<file path="src/rtl/bchd_pkg.sv">
`timescale 1ns / 1ps

package bchd_pkg;

  localparam int unsigned TIME_W = 32;
  localparam int unsigned CFG_W  = 16;

  localparam logic [CFG_W-1:0] DEBOUNCE_RST = 16'd90;
  localparam logic [CFG_W-1:0] HOLD_RST     = 16'd900;
  localparam logic [CFG_W-1:0] LOCKOUT_RST  = 16'd250;

  // Configuration register indexes
  typedef enum logic [1:0] {
    REG_DEBOUNCE = 2'd0,
    REG_HOLD     = 2'd1,
    REG_LOCKOUT  = 2'd2
  } reg_idx_t;

  typedef enum logic [1:0] {
    EV_NONE  = 2'd0,
    EV_CLICK = 2'd1,
    EV_HOLD  = 2'd2
  } ev_t;

  typedef struct packed {
    logic [CFG_W-1:0] debounce_time;
    logic [CFG_W-1:0] hold_time;
    logic [CFG_W-1:0] lockout_time;
  } cfg_t;

  typedef struct packed {
    logic              last_raw;
    logic              debounced;
    logic [TIME_W-1:0] raw_change_time;
    logic              press_active;
    logic [TIME_W-1:0] press_start_time;
    logic [TIME_W-1:0] last_report_time;
    logic              hold_reported;
  } btn_state_t;

endpackage

</file>
<file path="src/rtl/bchd_core.sv">
`timescale 1ns / 1ps

module bchd_core import bchd_pkg::*; (
  input  logic              clk,
  input  logic              rst_n,
  input  logic              advance,
  input  logic              raw_level,
  input  logic [TIME_W-1:0] now_ms,
  input  cfg_t              cfg,
  output ev_t               event_code,
  output logic              stable_level,
  output logic              press_active
);

  btn_state_t        st_r;
  btn_state_t        st_nxt;
  logic [TIME_W-1:0] el_raw;
  logic [TIME_W-1:0] el_press;
  logic [TIME_W-1:0] el_report;
  logic              debounce_ok;
  logic              hold_due;
  logic              lockout_ok;
  ev_t               ev;

  // Wrapping elapsed times
  assign el_raw    = now_ms - st_r.raw_change_time;
  assign el_press  = now_ms - st_r.press_start_time;
  assign el_report = now_ms - st_r.last_report_time;

  assign debounce_ok = el_raw    >= {{(TIME_W-CFG_W){1'b0}}, cfg.debounce_time};
  assign hold_due    = el_press  >= {{(TIME_W-CFG_W){1'b0}}, cfg.hold_time};
  assign lockout_ok  = el_report >= {{(TIME_W-CFG_W){1'b0}}, cfg.lockout_time};

  always_comb begin
    st_nxt = st_r;
    ev     = EV_NONE;
    if (raw_level != st_r.last_raw) begin
      st_nxt.last_raw        = raw_level;
      st_nxt.raw_change_time = now_ms;
    end else if (debounce_ok) begin
      if (raw_level == st_r.debounced) begin
        if (st_r.press_active && !st_r.hold_reported && hold_due && lockout_ok) begin
          st_nxt.hold_reported    = 1'b1;
          st_nxt.last_report_time = now_ms;
          ev                      = EV_HOLD;
        end
      end else begin
        st_nxt.debounced = raw_level;
        if (!raw_level) begin
          st_nxt.press_active     = 1'b1;
          st_nxt.press_start_time = now_ms;
          st_nxt.hold_reported    = 1'b0;
        end else if (st_r.press_active) begin
          // a release inside the lockout drops the click
          if (!st_r.hold_reported && !hold_due && lockout_ok) begin
            st_nxt.last_report_time = now_ms;
            ev                      = EV_CLICK;
          end
          st_nxt.press_active  = 1'b0;
          st_nxt.hold_reported = 1'b0;
        end
      end
    end
  end

  always_ff @(posedge clk) begin
    if (!rst_n) begin
      st_r.last_raw         <= 1'b1;
      st_r.debounced        <= 1'b1;
      st_r.raw_change_time  <= '0;
      st_r.press_active     <= 1'b0;
      st_r.press_start_time <= '0;
      st_r.last_report_time <= '0;
      st_r.hold_reported    <= 1'b0;
    end else if (advance) begin
      st_r <= st_nxt;
    end
  end

  assign event_code   = ev;
  assign stable_level = st_nxt.debounced;
  assign press_active = st_r.press_active;

endmodule

</file>
<file path="src/rtl/button_click_hold_detector.sv">
`timescale 1ns / 1ps

// Debounces one active-low push button polled with a millisecond timestamp
// and reports at most one click or hold per press. Every accepted poll yields exactly
// one result (event code plus debounced level). A poll can be accepted on
// every clock unless output backpressure stalls it; the poll waits in the
// input register until the result register is free or being taken, and then
// the single compute stage (three 32-bit wrapping subtractions and compares
// against the timing registers) loads the result register, whose content is
// offered on the output. The output register lets the next poll enter while
// a result still waits to be taken. Write timing registers only while idle.
module button_click_hold_detector import bchd_pkg::*; (
  input  logic              clk,
  input  logic              rst_n,
  input  logic              in_valid,
  output logic              in_ready,
  input  logic              in_raw_level,
  input  logic [TIME_W-1:0] in_now_ms,
  output logic              out_valid,
  input  logic              out_ready,
  output logic [1:0]        out_event_code,
  output logic              out_stable_level,
  input  logic              cfg_wr_en,
  input  logic [1:0]        cfg_index,
  input  logic [CFG_W-1:0]  cfg_wdata
);

  cfg_t              cfg_r;
  logic              in_valid_r;
  logic              in_raw_r;
  logic [TIME_W-1:0] in_now_r;
  logic              out_valid_r;
  ev_t               out_event_r;
  logic              out_stable_r;
  logic              advance;
  ev_t               core_event;
  logic              core_stable;
  logic              press_active;

  // Move the held transaction into the result register
  assign advance  = in_valid_r && (!out_valid_r || out_ready);
  assign in_ready = !in_valid_r || advance;

  always_ff @(posedge clk) begin
    if (!rst_n) begin
      cfg_r.debounce_time <= DEBOUNCE_RST;
      cfg_r.hold_time     <= HOLD_RST;
      cfg_r.lockout_time  <= LOCKOUT_RST;
    end else if (cfg_wr_en) begin
      case (reg_idx_t'(cfg_index))
        REG_DEBOUNCE: cfg_r.debounce_time <= cfg_wdata;
        REG_HOLD:     cfg_r.hold_time     <= cfg_wdata;
        REG_LOCKOUT:  cfg_r.lockout_time  <= cfg_wdata;
        default: ;
      endcase
    end
  end

  always_ff @(posedge clk) begin
    if (!rst_n) begin
      in_valid_r <= 1'b0;
    end else if (in_valid && in_ready) begin
      in_valid_r <= 1'b1;
    end else if (advance) begin
      in_valid_r <= 1'b0;
    end
  end

  always_ff @(posedge clk) begin
    if (in_valid && in_ready) begin
      in_raw_r <= in_raw_level;
      in_now_r <= in_now_ms;
    end
  end

  bchd_core u_core (
    .clk          (clk),
    .rst_n        (rst_n),
    .advance      (advance),
    .raw_level    (in_raw_r),
    .now_ms       (in_now_r),
    .cfg          (cfg_r),
    .event_code   (core_event),
    .stable_level (core_stable),
    .press_active (press_active)
  );

  always_ff @(posedge clk) begin
    if (!rst_n) begin
      out_valid_r <= 1'b0;
    end else if (advance) begin
      out_valid_r <= 1'b1;
    end else if (out_ready) begin
      out_valid_r <= 1'b0;
    end
  end

  always_ff @(posedge clk) begin
    if (advance) begin
      out_event_r  <= core_event;
      out_stable_r <= core_stable;
    end
  end

  assign out_valid        = out_valid_r;
  assign out_event_code   = out_event_r;
  assign out_stable_level = out_stable_r;

`ifndef SYNTHESIS
  a_hold_while_low: assert property (@(posedge clk) disable iff (!rst_n)
    (out_valid_r && out_event_r == EV_HOLD) |-> !out_stable_r)
    else $error("hold reported while debounced level is released");

  a_click_on_release: assert property (@(posedge clk) disable iff (!rst_n)
    (out_valid_r && out_event_r == EV_CLICK) |-> out_stable_r)
    else $error("click reported while debounced level is pressed");

  a_stall_only_on_backpressure: assert property (@(posedge clk) disable iff (!rst_n)
    !in_ready |-> (in_valid_r && out_valid_r && !out_ready))
    else $error("input stalled without output backpressure");

  a_press_after_result: assert property (@(posedge clk) disable iff (!rst_n)
    (press_active && out_valid_r && $past(advance)) |-> !out_stable_r)
    else $error("press active while debounced level is released");
`endif

endmodule
</file>
<file path="config.mk">
export PLATFORM = sky130hd
export DESIGN_NAME = button_click_hold_detector
export DESIGN_NICKNAME = d
export VERILOG_FILES = /design/src/rtl/bchd_pkg.sv /design/src/rtl/bchd_core.sv /design/src/rtl/button_click_hold_detector.sv
export SDC_FILE = /design/constraint.sdc
export NUM_CORES = 1
export LEC_CHECK = 0
export ABC_AREA = 1
export BUFFER_PORTS_ARGS = -buffer_cell sky130_fd_sc_hd__buf_2
export CORE_MARGIN = 2
export CORE_UTILIZATION = 58
export DETAILED_ROUTE_END_ITERATION = 10
export PLACE_DENSITY_LB_ADDON = 0.05
export SLEW_MARGIN = 20
export SYNTH_ARGS = -nofsm -noshare
export SYNTH_HDL_FRONTEND = slang
export SYNTH_HIERARCHICAL = 1
export SYNTH_SLANG_ARGS = --single-unit
</file>
<file path="constraint.sdc">
create_clock -name clk -period 3.43 [get_ports clk]
set_input_delay 1.029 -clock clk [delete_from_list [all_inputs] [get_ports clk]]
set_output_delay 1.029 -clock clk [all_outputs]
set_load 0.02 [all_outputs]
</file>
-- After elaboration in Yosys (flattened, before gate mapping)
Index checks and enable logic that the tools add are counted.
- bits in registers: 186
- output and inout bits: 5
- input bits: 56
- word-level logic and storage cells: 79
- eq/ne operators: 6
- order comparisons: 3
- bitwise operators: 4
- $add $sub $neg: 3
- reduce and logical (&&, ||, !) cells: 28
- mux-type cells: 19
- operators by type and width (kind ; count):
    $mux 33 ; 3
    $ge 32x16->1 ; 3
    $sub 32x32->32 ; 3
    $mux 32 ; 2
    $mux 1 ; 11
    $reduce_and 5->1 ; 2
    $reduce_bool 2->1 ; 5
    $reduce_and 2->1 ; 4
    $logic_and 1x1->1 ; 7
    $reduce_and 7->1 ; 1
    $mux 2 ; 3
    $logic_not 1->1 ; 4
    $not 1->1 ; 4
    $reduce_and 4->1 ; 1
    $ne 3x1->1 const B ; 1
    $eq 2x1->1 const B ; 1
    $eq 2x2->1 const B ; 1
    $logic_not 2->1 ; 1
    $logic_or 1x1->1 ; 2
    $ne 2x2->1 const B ; 1
    $reduce_or 2->1 ; 1
    $eq 1x1->1 ; 1
    $ne 1x1->1 ; 1

-- Logic depth before layout (Yosys ltp)
Gate-level depths: netlist of the first run.
- depth after elaboration: 9
- mapped depth: 30
- depth with buffers taken out: 29

-- Hierarchy
Netlist of the first run, hierarchy kept.
- by module, submodules not included (module ; instances ; area an instance (um^2) ; cells an instance ; sequential area each (um^2)):
    bchd_core ; 1 ; 12687.2 ; 2330 ; 2001.9
    button_click_hold_detector ; 1 ; 3161.8 ; 334 ; 2082.0

-- Worst setup path before layout of the first run
OpenSTA, ideal clock, no wires.
- path kind: reg-to-reg
- from: register in_now_r[0]
- to: register u_core/st_r[34] in the netlist's numbering
- library setup time: 0.116 ns
- data required time: 3.314 ns
- cell stages (with the launch flop): 30
- data arrival time: 3.305 ns
- period minus slack after synthesis: 3.421 ns
- slack: 0.009 ns
- buffers on the path: 1
- cell sequence: edfxtp_1 -> inv_1 -> ha_1 -> inv_1 -> fa_1 -> nand2_1 -> nand2_1 -> o21ai_1 -> o21ai_1 -> xor2_1 -> ha_1 -> nand2_1 -> nor2_1 -> nor3_1 -> nand2_1 -> nand2_1 -> nand2_1 -> nand2_1 -> nand2_1 -> nor2_1 -> nand3_1 -> nor2_1 -> nand4_1 -> nand2_1 -> inv_2 -> nand2_1 -> inv_2 -> buf_2 -> nor2_1 -> nor2_1
- word-level cells in the longest chain between the ends: 3
- ends and longest elaborated chain (what ; line ; source):
    start, declared ; button_click_hold_detector.sv:31 ; logic [TIME_W-1:0] in_now_r;
    start signal, assigned ; button_click_hold_detector.sv:72 ; in_now_r <= in_now_ms;
    $sub 32x32->32 ; bchd_core.sv:26 ; assign el_raw = now_ms - st_r.raw_change_time;
    $ge 32x16->1 ; bchd_core.sv:30 ; assign debounce_ok = el_raw >= {{(TIME_W-CFG_W){1'b0}}, cfg.debounce_time};
    $reduce_and 5->1 (no line) ; - ;
    end signal, assigned ; bchd_core.sv:76 ; st_r <= st_nxt;
    end, declared ; bchd_core.sv:15 ; btn_state_t st_r;
Every way passes these cells.
A chain may end at the register's enable or synchronous reset.

-- Worst setup path after layout of the first run
- from: register in_now_r[0]
- to: register u_core/st_r[25] in the netlist's numbering
- word-level cells in the longest chain between the ends: 7
- elaborated cells on any way between the ends: 14
- those cells by class: add/sub (3); order compare (3); eq/ne (1); reduce/logical (7)
- ends and longest elaborated chain (what ; line ; source):
    $sub 32x32->32 ; bchd_core.sv:27 ; assign el_press = now_ms - st_r.press_start_time;
    $ge 32x16->1 ; bchd_core.sv:31 ; assign hold_due = el_press >= {{(TIME_W-CFG_W){1'b0}}, cfg.hold_time};
    $logic_not 1->1 ; bchd_core.sv:55 ; if (!st_r.hold_reported && !hold_due && lockout_ok) begin
    $logic_and 1x1->1 (2 in a row) ; bchd_core.sv:55 ;
    $reduce_bool 2->1 (no line) ; - ;
    $reduce_and 7->1 (no line) (*) ; - ;
Mark *: on every way between the ends. The rest lies on a longest branch, timed or not.

==> load_flow_metrics.sql, run 1 <==
INSERT INTO impl_metrics (metric_group, metric, value, unit) VALUES
('setup_path', 'startpoint_type', 'register', ''),
('clock_network', 'worstSkewPairLatency', '0.46', 'ns'),
('setup_path', 'reg_to_reg_critical_path_endpoint', 'u_core/st_r[25]$_SDFFE_PN0P_', ''),
('yosys', 'syn_avg_cell_area', '5.95', 'sq um'),
('floorplanning', 'fp.dieW', '169', 'um'),
('setup_path', 'timing.critical_path.arrival', '4.39', 'ns'),
('placement', 'port_buffers', '60', ''),
('yosys', 'ys_types', '40', ''),
('yosys', 'post_synth_xor_area_fraction', '2.60', '%'),
('worst_hold_path', 'worst_hold_path.num_cells', '2', ''),
('worst_hold_path', 'holdCritStartpoint', 'cfg_r[5]$_SDFFE_PN1P_', ''),
('pwr', 'ir_drop', '0.259', 'mV'),
('yosys', 'synth_top_family_by_area', 'simple AND/OR/NAND/NOR gates', ''),
('drt', 'met2WireLength', '27600', 'um'),
('grt', 'grt_start_max_net_pins', '68', ''),
('clock_network', 'clock_tree_from_tritoncts', 'yes', ''),
('placement', 'post_dp_cell_area', '18400', 'sq um'),
('clock_network', 'cts.path.max_buffers', '2', ''),
('yosys', 'syn-num-nets', '2865', ''),
('floorplanning', 'chipHeight', '169', 'um'),
('drt', 'route.final.wire_length', '58200', 'um'),
('setup_path', 'setup.worst_path.start', 'in_now_r[0]$_DFFE_PP_', ''),
('timing', 'rsz0062_at_grt', 'true', ''),
('setup_path', 'worst-endpoint-required', '3.81', 'ns'),
('yosys', 'synth-async-reset-ratio', '0', '%'),
('clock_network', 'cts.root.buffer_cell', 'sky130_fd_sc_hd__clkbuf_16', ''),
('flow_run', 'maxCapViolCount', '0', ''),
('cells_and_area', 'syn2layout_area_growth', '30.1', '%'),
('grt', 'antenna_found_initial', '0', ''),
('yosys', 'simple_gate_share_of_the_synthesized_area', '36.6', '%'),
('yosys', 'synth_top_cell_area_share', '20.3', '%'),
('yosys', 'number_of_enable_flip_flop_cells_after_synthesis', '36', ''),
('worst_hold_path', 'hold_path_class', 'register to register', ''),
('drt', 'routed_wl_per_cell', '17.4', 'um'),
('pwr', 'sw_ratio', '38.7', '%'),
('setup_path', 'r2r_start', 'in_now_r[0]$_DFFE_PP_', ''),
('timing', 'finalSetupTns', '-35.73', 'ns'),
('setup_path', 'criticalPathCategory', 'register to register', ''),
('setup_path', 'r2r_slack', '-0.58', 'ns'),
('setup_path', 'ff2ff_path_depth', '27', ''),
('timing', 'timing.final.ws_setup', '-0.583', 'ns'),
('yosys', 'synthesized_area_fraction_occupied_by_ao_oa_aoi_and_oai_cells', '8.01', '%'),
('pwr', 'comb_power_share', '37.3', '%'),
('clock_network', 'tritoncts.num_buffers', '17', ''),
('status', 'outcome', 'finished, violations left', ''),
('timing', 'max_freq', '0.249', 'GHz'),
('cells_and_area', 'post-route-cell-area', '20600', 'sq um'),
('floorplanning', 'die_area', '28700', 'sq um'),
('drt', 'drt-met1-wl', '22500', 'um'),
('pwr', 'static-leakage-power', '11.1', 'nW'),
('setup_path', 'setup.worst_path.end_class', 'register', ''),
('pwr', 'intPower', '0.00450', 'W'),
('grt', 'grt_remaining_overflow', '0', ''),
('drt', 'detailed_route_drc_error_count', '0', ''),
('yosys', 'synth.mux.area_fraction', '0', '%'),
('placement', 'hpwl_after_dpl', '41000', 'um'),
('setup_path', 'worstPathMaxFanout', '14', ''),
('yosys', 'yosysTopAreaCell', 'sky130_fd_sc_hd__nand2_1', ''),
('status', 'violations_in_the_final_reports', 'setup timing', ''),
('yosys', 'synth_seq_cells', '186', ''),
('yosys', 'synth_fa_ha_area_share', '11.6', '%'),
('yosys', 'yosys_most_used_dff', 'sky130_fd_sc_hd__dfxtp_1', ''),
('placement', 'gpl.final_weighted_congestion', '0.983', ''),
('yosys', 'netlist_top_cells_area', 'sky130_fd_sc_hd__nand2_1 (20%), sky130_fd_sc_hd__dfxtp_1 (19%), sky130_fd_sc_hd__inv_1 (14%)', ''),
('yosys', 'netlist_area', '15800', 'sq um'),
('cells_and_area', 'n_antenna_cell', '0', ''),
('drt', 'detailroute.via_count', '18500', ''),
('yosys', 'post_synth_inst_count', '2664', ''),
('timing', 'setup_violations', '70', ''),
('cells_and_area', 'final_layout_size_suffix_gt1_share', '19.8', '%'),
('floorplanning', 'row_count', '60', '');
## state kept, by name, indices dropped and copies added, names as in the netlist
signal	cells
out_event_code	2
in_now_r	32
cfg_r	48
in_raw_r	1
out_valid	1
u_core/st_r	99
in_valid_r	1
out_stable_level	1
u_core/press_active	1
## repair_timing
action	4_1_cts	5_1_grt
setup endpoints to repair	70	70
hold buffers	0	0
pin swaps	34	45
gates resized for setup	124	139
buffers inserted	30	18
cloned	5	1
## cell type report
cell class / count / area [sq um] / area share, %
timing repair buffer: 371 / 2910 / 14.1
clock inverter: 15 / 220 / 1.07
multi-input combinational: 1850 / 10400 / 50.3
sequential: 186 / 4080 / 19.8
clock buffer: 17 / 425 / 2.06
tap: 341 / 427 / 2.07
inverter: 576 / 2170 / 10.5
## power groups by stage
stage / clock network, W / logic (W) / registers (W)
final: 0.00219 / 0.00274 / 0.00242
after global routing: 0.00229 / 0.00301 / 0.00243
after CTS: 0.00219 / 0.00246 / 0.00241
after detailed placement: 0 / 0.00232 / 0.00246
after global placement: 0 / 0.00226 / 0.00246
after floorplan: 0 / 0.00146 / 0.00243
## metrics by stage
| stage | utilization [%] | total power [W] | setup slack (ns) | hold WS, ns |
|---|---|---|---|---|
| floorplan | - | 0.00390 | 0.00853 | 0.429 |
| global placement | 68.4 | 0.00472 | -0.569 | 0.442 |
| detailed placement | 68.4 | 0.00478 | -0.668 | 0.445 |
| CTS | 74.1 | 0.00706 | -0.469 | 0.464 |
| global route | 76.7 | 0.00772 | -0.778 | 0.478 |
| finish | 76.7 | 0.00735 | -0.583 | 0.465 |
## worst max-delay path by stage
stage,depth (start not counted),slack [ns],to
5_1_grt,25,-0.78,u_core/st_r[25]$_SDFFE_PN0P_
3_5_place_dp,29,-0.67,u_core/st_r[39]$_SDFFE_PN0P_
2_1_floorplan,29,0.009,u_core/st_r[34]$_SDFFE_PN0P_
6_report,27,-0.58,u_core/st_r[25]$_SDFFE_PN0P_
3_3_place_gp,29,-0.57,u_core/st_r[39]$_SDFFE_PN0P_
4_1_cts,28,-0.47,u_core/st_r[6]$_SDFFE_PN0P_
## placed cells by master, fill, tap and decap left out, drive strengths merged
cell type	instances
nand3b	10
and3	3
o21bai	9
or2	3
a211oi	3
nor2	313
xnor2	4
clkinv	5
dfxtp	150
o21a	4
o22ai	1
nand3	131
nand4	63
o21ai	85
buf	370
a21oi	132
clkbuf	18
ha	142
inv	586
nand2	863
a31oi	2
edfxtp	36
a21o	3
nor3	20
a21boi	1
and2	7
xor2	43
fa	3
nor4	5
## critical path, cell delays in order (launching register included)
cell and delay [ns]:
sky130_fd_sc_hd__edfxtp_1 0.43, sky130_fd_sc_hd__inv_2 0.11, sky130_fd_sc_hd__buf_6 0.12, sky130_fd_sc_hd__ha_1 0.15
sky130_fd_sc_hd__inv_2 0.05, sky130_fd_sc_hd__fa_2 0.42, sky130_fd_sc_hd__buf_4 0.17, sky130_fd_sc_hd__nand3_2 0.10
sky130_fd_sc_hd__nand3_4 0.10, sky130_fd_sc_hd__xor2_2 0.19, sky130_fd_sc_hd__ha_1 0.29, sky130_fd_sc_hd__inv_2 0.04
sky130_fd_sc_hd__nor3_2 0.22, sky130_fd_sc_hd__nor3_2 0.09, sky130_fd_sc_hd__nand2_2 0.09, sky130_fd_sc_hd__nand2_1 0.06
sky130_fd_sc_hd__nand3_2 0.09, sky130_fd_sc_hd__nor2_1 0.05, sky130_fd_sc_hd__nand2_1 0.09, sky130_fd_sc_hd__nor2_4 0.05
sky130_fd_sc_hd__nand2_1 0.07, sky130_fd_sc_hd__nand3_2 0.12, sky130_fd_sc_hd__a21oi_4 0.23, sky130_fd_sc_hd__nand3_4 0.17
sky130_fd_sc_hd__buf_12 0.19, sky130_fd_sc_hd__nand2_1 0.05, sky130_fd_sc_hd__inv_1 0.05, sky130_fd_sc_hd__nor2_1 0.14
## per-layer routing
metal  track usage [%]  vias to the layer above
met3              6.30                      219
met1              47.5                     8434
met5                 0                        -
li1                  -                     8866
met4              15.2                        0
met2              66.0                     1014
## kinds of logic (layout without fill, tap and decap cells)
| group | after synthesis | count (layout) |
|---|---|---|
| AOI/OAI and AO/OA | 240 | 240 |
| DFF | 186 | 186 |
| xor gates and xnor gates | 47 | 47 |
| adders and majority gates | 145 | 145 |
| buffers and inverters | 628 | 979 |
| and+or+nand+nor | 1418 | 1418 |
Power figures use the tool's default switching activity.
==> run 2, diff against run 1 <==
--- a/config.mk
+++ b/config.mk
@@ -5,10 +5,10 @@
 export SDC_FILE = /design/constraint.sdc
 export NUM_CORES = 1
 export LEC_CHECK = 0
-export ABC_AREA = 1
+export ABC_AREA = 0
 export BUFFER_PORTS_ARGS = -buffer_cell sky130_fd_sc_hd__buf_2
 export CORE_MARGIN = 2
-export CORE_UTILIZATION = 58
+export CORE_UTILIZATION = 57
 export DETAILED_ROUTE_END_ITERATION = 10
 export PLACE_DENSITY_LB_ADDON = 0.05
 export SLEW_MARGIN = 20
==> load_flow_metrics.sql, run 2 <==
INSERT INTO impl_metrics (metric_group, metric, value, unit) VALUES
('yosys', 'synth-async-reset-ratio', '0', '%'),
('pwr', 'sw_ratio', '33.2', '%'),
('floorplanning', 'ios', '61', ''),
('yosys', 'post_synth_inst_count', '1769', ''),
('placement', 'gpl.final_weighted_congestion', '1.01', ''),
('clock_network', 'worstSkewPairLatency', '0.45', 'ns'),
('yosys', 'number_of_enable_flip_flop_cells_after_synthesis', '36', ''),
('setup_path', 'critPathMostFrequentCell', 'sky130_fd_sc_hd__buf_6', ''),
('drt', 'detailed_route_drc_error_count', '0', ''),
('pwr', 'ir_drop', '0.269', 'mV'),
('timing', 'worst_pin_slew', '1.08', 'ns'),
('floorplanning', 'die_area', '26000', 'sq um'),
('cells_and_area', 'registers.top_by_ff_count', 'u_core/st_r', ''),
('pwr', 'p_seq_share', '37.1', '%'),
('setup_path', 'r2r_start', 'in_now_r[9]$_DFFE_PP_', ''),
('setup_path', 'reg_to_reg_critical_path_endpoint', 'u_core/st_r[27]$_SDFFE_PN0P_', ''),
('status', 'outcome', 'finished, violations left', ''),
('floorplanning', 'fp.dieW', '161', 'um'),
('pwr', 'power.share.clock', '30.3', '%'),
('drt', 'drt_pre_antenna_iters', '5', ''),
('placement', 'hpwl_after_dpl', '35700', 'um'),
('yosys', 'synth_top_cell_area_share', '21.3', '%'),
('timing', 'rsz0062_at_grt', 'true', ''),
('clock_network', 'cts.sink_count', '186', ''),
('timing', 'clock_period_minus_worst_slack', '5.15', 'ns'),
('pwr', 'totalPowerFinal', '0.00641', 'W'),
('drt', 'drt_first_iter_violations', '1337', ''),
('setup_path', 'worstPathMaxFanout', '5', ''),
('floorplanning', 'core_area', '24300', 'sq um'),
('cells_and_area', 'n_antenna_cell', '0', ''),
('grt', 'grt_start_max_net_pins', '88', ''),
('flow_run', 'maxCapViolCount', '0', ''),
('yosys', 'syn_avg_cell_area', '7.98', 'sq um'),
('pwr', 'pwr_density_cell', '337', 'nW/um^2'),
('timing', 'hold_viol', '0', ''),
('drt', 'routed_vias_inst', '5.80', ''),
('yosys', 'ys_types', '86', ''),
('setup_path', 'startpoint_type', 'register', ''),
('yosys', 'post-synth-top-count-cell', 'sky130_fd_sc_hd__nand2_1', ''),
('floorplanning', 'initial_utilization', '58.0', '%'),
('yosys', 'synth-warning-count', '6', ''),
('pwr', 'static-leakage-power', '8.37', 'nW'),
('clock_network', 'clk_transition_reported_paths', '0.07', 'ns'),
('setup_path', 'worst-endpoint-required', '3.79', 'ns'),
('setup_path', 'timing.critical_path.arrival', '5.51', 'ns'),
('placement', 'port_buffers', '60', ''),
('setup_path', 'setup.worst_path.start', 'in_now_r[9]$_DFFE_PP_', ''),
('pwr', 'comb_power_share', '32.7', '%'),
('floorplanning', 'row_count', '57', ''),
('yosys', 'netlist_area', '14100', 'sq um'),
('grt', 'global_route_wire_length_before_repair', '73400', 'um'),
('yosys', 'synth_seq_area_share', '28.9', '%'),
('cells_and_area', 'final_layout_size_suffix_gt1_share', '28.5', '%'),
('clock_network', 'tritoncts.num_buffers', '17', ''),
('setup_path', 'cp_slowest_stage_delay', '0.50', 'ns'),
('cells_and_area', 'num-nets-final', '2408', ''),
('timing', 'skew', '0.0215', 'ns'),
('yosys', 'synthTopCellsByCount', 'sky130_fd_sc_hd__nand2_1 (284), sky130_fd_sc_hd__inv_1 (173), sky130_fd_sc_hd__a21oi_1 (151)', ''),
('grt', 'antenna_found_initial', '1', ''),
('yosys', 'netlist_top_cells_area', 'sky130_fd_sc_hd__dfxtp_1 (21%), sky130_fd_sc_hd__ha_1 (13%), sky130_fd_sc_hd__mux2i_1 (8.2%)', ''),
('clock_network', 'cts.path.max_buffers', '2', ''),
('floorplanning', 'chipHeight', '161', 'um'),
('timing', 'timing.final.ws_setup', '-1.72', 'ns'),
('setup_path', 'cp-endpoint', 'u_core/st_r[27]$_SDFFE_PN0P_', ''),
('setup_path', 'crit_chain', 'buf_4 -> ha_1 -> nand2_1 -> o21ai_1 -> nor2_4 -> o21ai_2 -> buf_6 -> xor2_4 -> ha_4 -> a21o_1 -> a21oi_2 -> o22ai_1 -> nor4_1 -> nand4_1 -> nor4_1 -> nand4b_1 -> nor4_4 -> nand4_2 -> a2111oi_4 -> buf_6 -> buf_6 -> buf_6 -> mux2i_1', ''),
('yosys', 'yosys_most_used_dff', 'sky130_fd_sc_hd__dfxtp_1', ''),
('cells_and_area', 'final_common_cell', 'sky130_fd_sc_hd__buf_4', ''),
('cells_and_area', 'biggestRegsByFlops', 'u_core/st_r: 99 flops, cfg_r: 48 flops, in_now_r: 32 flops', ''),
('clock_network', 'clock_tree_from_tritoncts', 'yes', ''),
('clock_network', 'cts.root.buffer_cell', 'sky130_fd_sc_hd__clkbuf_16', ''),
('timing', 'slew_headroom', '28.1', '%'),
('pwr', 'power.net_switching', '0.00213', 'W'),
('setup_path', 'crit_path_top_delay_cell', 'sky130_fd_sc_hd__edfxtp_1', ''),
('drt', 'routed_wl_per_cell', '18.6', 'um'),
('worst_hold_path', 'worst_hold_path.num_cells', '2', ''),
('cells_and_area', 'most-common-layout-cells', 'sky130_fd_sc_hd__buf_4 (414), sky130_fd_sc_hd__nand2_1 (281), sky130_fd_sc_hd__inv_1 (171)', ''),
('drt', 'route.final.wire_length', '47300', 'um'),
('grt', 'grt_remaining_overflow', '0', ''),
('setup_path', 'criticalPathCategory', 'register to register', ''),
('grt', 'vias_in_the_first_global_route', '14500', ''),
('yosys', 'synth_seq_cells', '186', ''),
('timing', 'max_freq', '0.194', 'GHz'),
('pwr', 'intPower', '0.00428', 'W'),
('timing', 'finalSetupTns', '-113.54', 'ns'),
('cells_and_area', 'largest_reg_flops', '99', ''),
('yosys', 'yosysTopAreaCell', 'sky130_fd_sc_hd__dfxtp_1', ''),
('clock_network', 'h_tree_depth', '4', ''),
('setup_path', 'setup.worst_path.end_class', 'register', ''),
('status', 'violations_in_the_final_reports', 'setup timing', ''),
('timing', 'post-route-period-util', '150', '%'),
('drt', 'route.antenna.remaining_nets', '0', ''),
('drt', 'detailroute.via_count', '14800', ''),
('yosys', 'syn-num-nets', '1970', ''),
('timing', 'setup_violations', '70', ''),
('timing', 'report.final.slew_viol_count', '0', ''),
('cells_and_area', 'syn2layout_area_growth', '35.0', '%'),
('worst_hold_path', 'hold_path_class', 'register to register', ''),
('clock_network', 'cts_hold_buf', '0', ''),
('cells_and_area', 'utilization', '78.3', '%'),
('setup_path', 'ff2ff_path_depth', '23', ''),
('grt', 'grt_util_all_layers', '35.7', '%'),
('setup_path', 'r2r_slack', '-1.72', 'ns');
[run 2: cell count changes in the layout (fill, tap and decap cells not counted), sizes merged, moves of 19 or more]
| cell | previous run | this run |
|---|---|---|
| a21o | 3 | 37 |
| a21oi | 132 | 151 |
| buf | 370 | 498 |
| inv | 586 | 182 |
| mux2i | 0 | 116 |
| nand2 | 863 | 285 |
| nand3 | 131 | 26 |
| nand4 | 63 | 35 |
| nor2 | 313 | 105 |
| nor2b | 0 | 30 |
| o211ai | 0 | 21 |
| o21a | 4 | 26 |
| xnor2 | 4 | 37 |
[run 2: power by group through the flow]
stage | Sequential, W | Combinational (W) | Clock (W)
4_1_cts | 0.00237 | 0.00200 | 0.00195
6_report | 0.00238 | 0.00210 | 0.00194
2_1_floorplan | 0.00240 | 0.00108 | 0
3_5_place_dp | 0.00242 | 0.00190 | 0
5_1_grt | 0.00238 | 0.00226 | 0.00202
3_3_place_gp | 0.00242 | 0.00186 | 0
[run 2: metal layers]
metal  track usage, %  wire, um
met5                0         0
met4             13.1      1550
met3             5.60      3110
met2             59.2     21600
met1             47.3     21100
[run 2: kinds of logic after synthesis]
group,after synthesis,share of synthesized area [%]
flops,186,28.9
xor+xnor,65,4.03
buf+inv,253,7.30
compound gates,425,19.5
simple gates,579,19.0
fa+ha+maj,145,13.0
mux,116,8.23
[run 2: cell type report]
type	instances	area, sq um
sequential	186	4080
clock buffer	19	443
clock inverter	13	123
multi-input combinational	1330	9510
fill	1770	5270
timing repair buffer	498	3830
tap	324	405
inverter	174	653
[run 2: critical path, delay by kind of cell, from the launching register on]
family	cells	cell delay, ns
compound gates	6	1.27
xor+xnor	1	0.18
mux	1	0.22
buf+inv	5	0.78
flops	1	0.50
simple gates	8	1.56
fa+ha+maj	2	0.54
[run 2: what timing repair did]
action	in CTS	in global routing
gates cloned	6	0
setup buffers	30	9
setup endpoints to repair	70	70
endpoints found under the hold margin	0	0
pin swaps	24	14
resized for setup	60	27
[run 2: stage by stage]
step | hold WS (ns) | std cells | cell area (sq um) | setup WS (ns)
global route | 0.478 | 2544 | 19000 | -1.94
floorplan | 0.435 | 1769 | 14300 | -1.26
detailed placement | 0.448 | 2471 | 17600 | -1.78
global placement | 0.442 | 2471 | 17600 | -1.70
finish | 0.459 | 2544 | 19000 | -1.72
CTS | 0.458 | 2539 | 18900 | -1.57
[run 2: how the worst min path moves through the flow]
stage	startpoint	endpoint	slack, ns
after floorplan	cfg_r[17]$_SDFFE_PN0P_	cfg_r[17]$_SDFFE_PN0P_	0.43
after global placement	u_core/st_r[24]$_SDFFE_PN0P_	u_core/st_r[24]$_SDFFE_PN0P_	0.44
final	u_core/st_r[92]$_SDFFE_PN0P_	u_core/st_r[92]$_SDFFE_PN0P_	0.46
after CTS	u_core/st_r[82]$_SDFFE_PN0P_	u_core/st_r[82]$_SDFFE_PN0P_	0.46
after global routing	u_core/st_r[4]$_SDFFE_PN0P_	u_core/st_r[4]$_SDFFE_PN0P_	0.48
after detailed placement	u_core/st_r[68]$_SDFFE_PN0P_	u_core/st_r[68]$_SDFFE_PN0P_	0.45
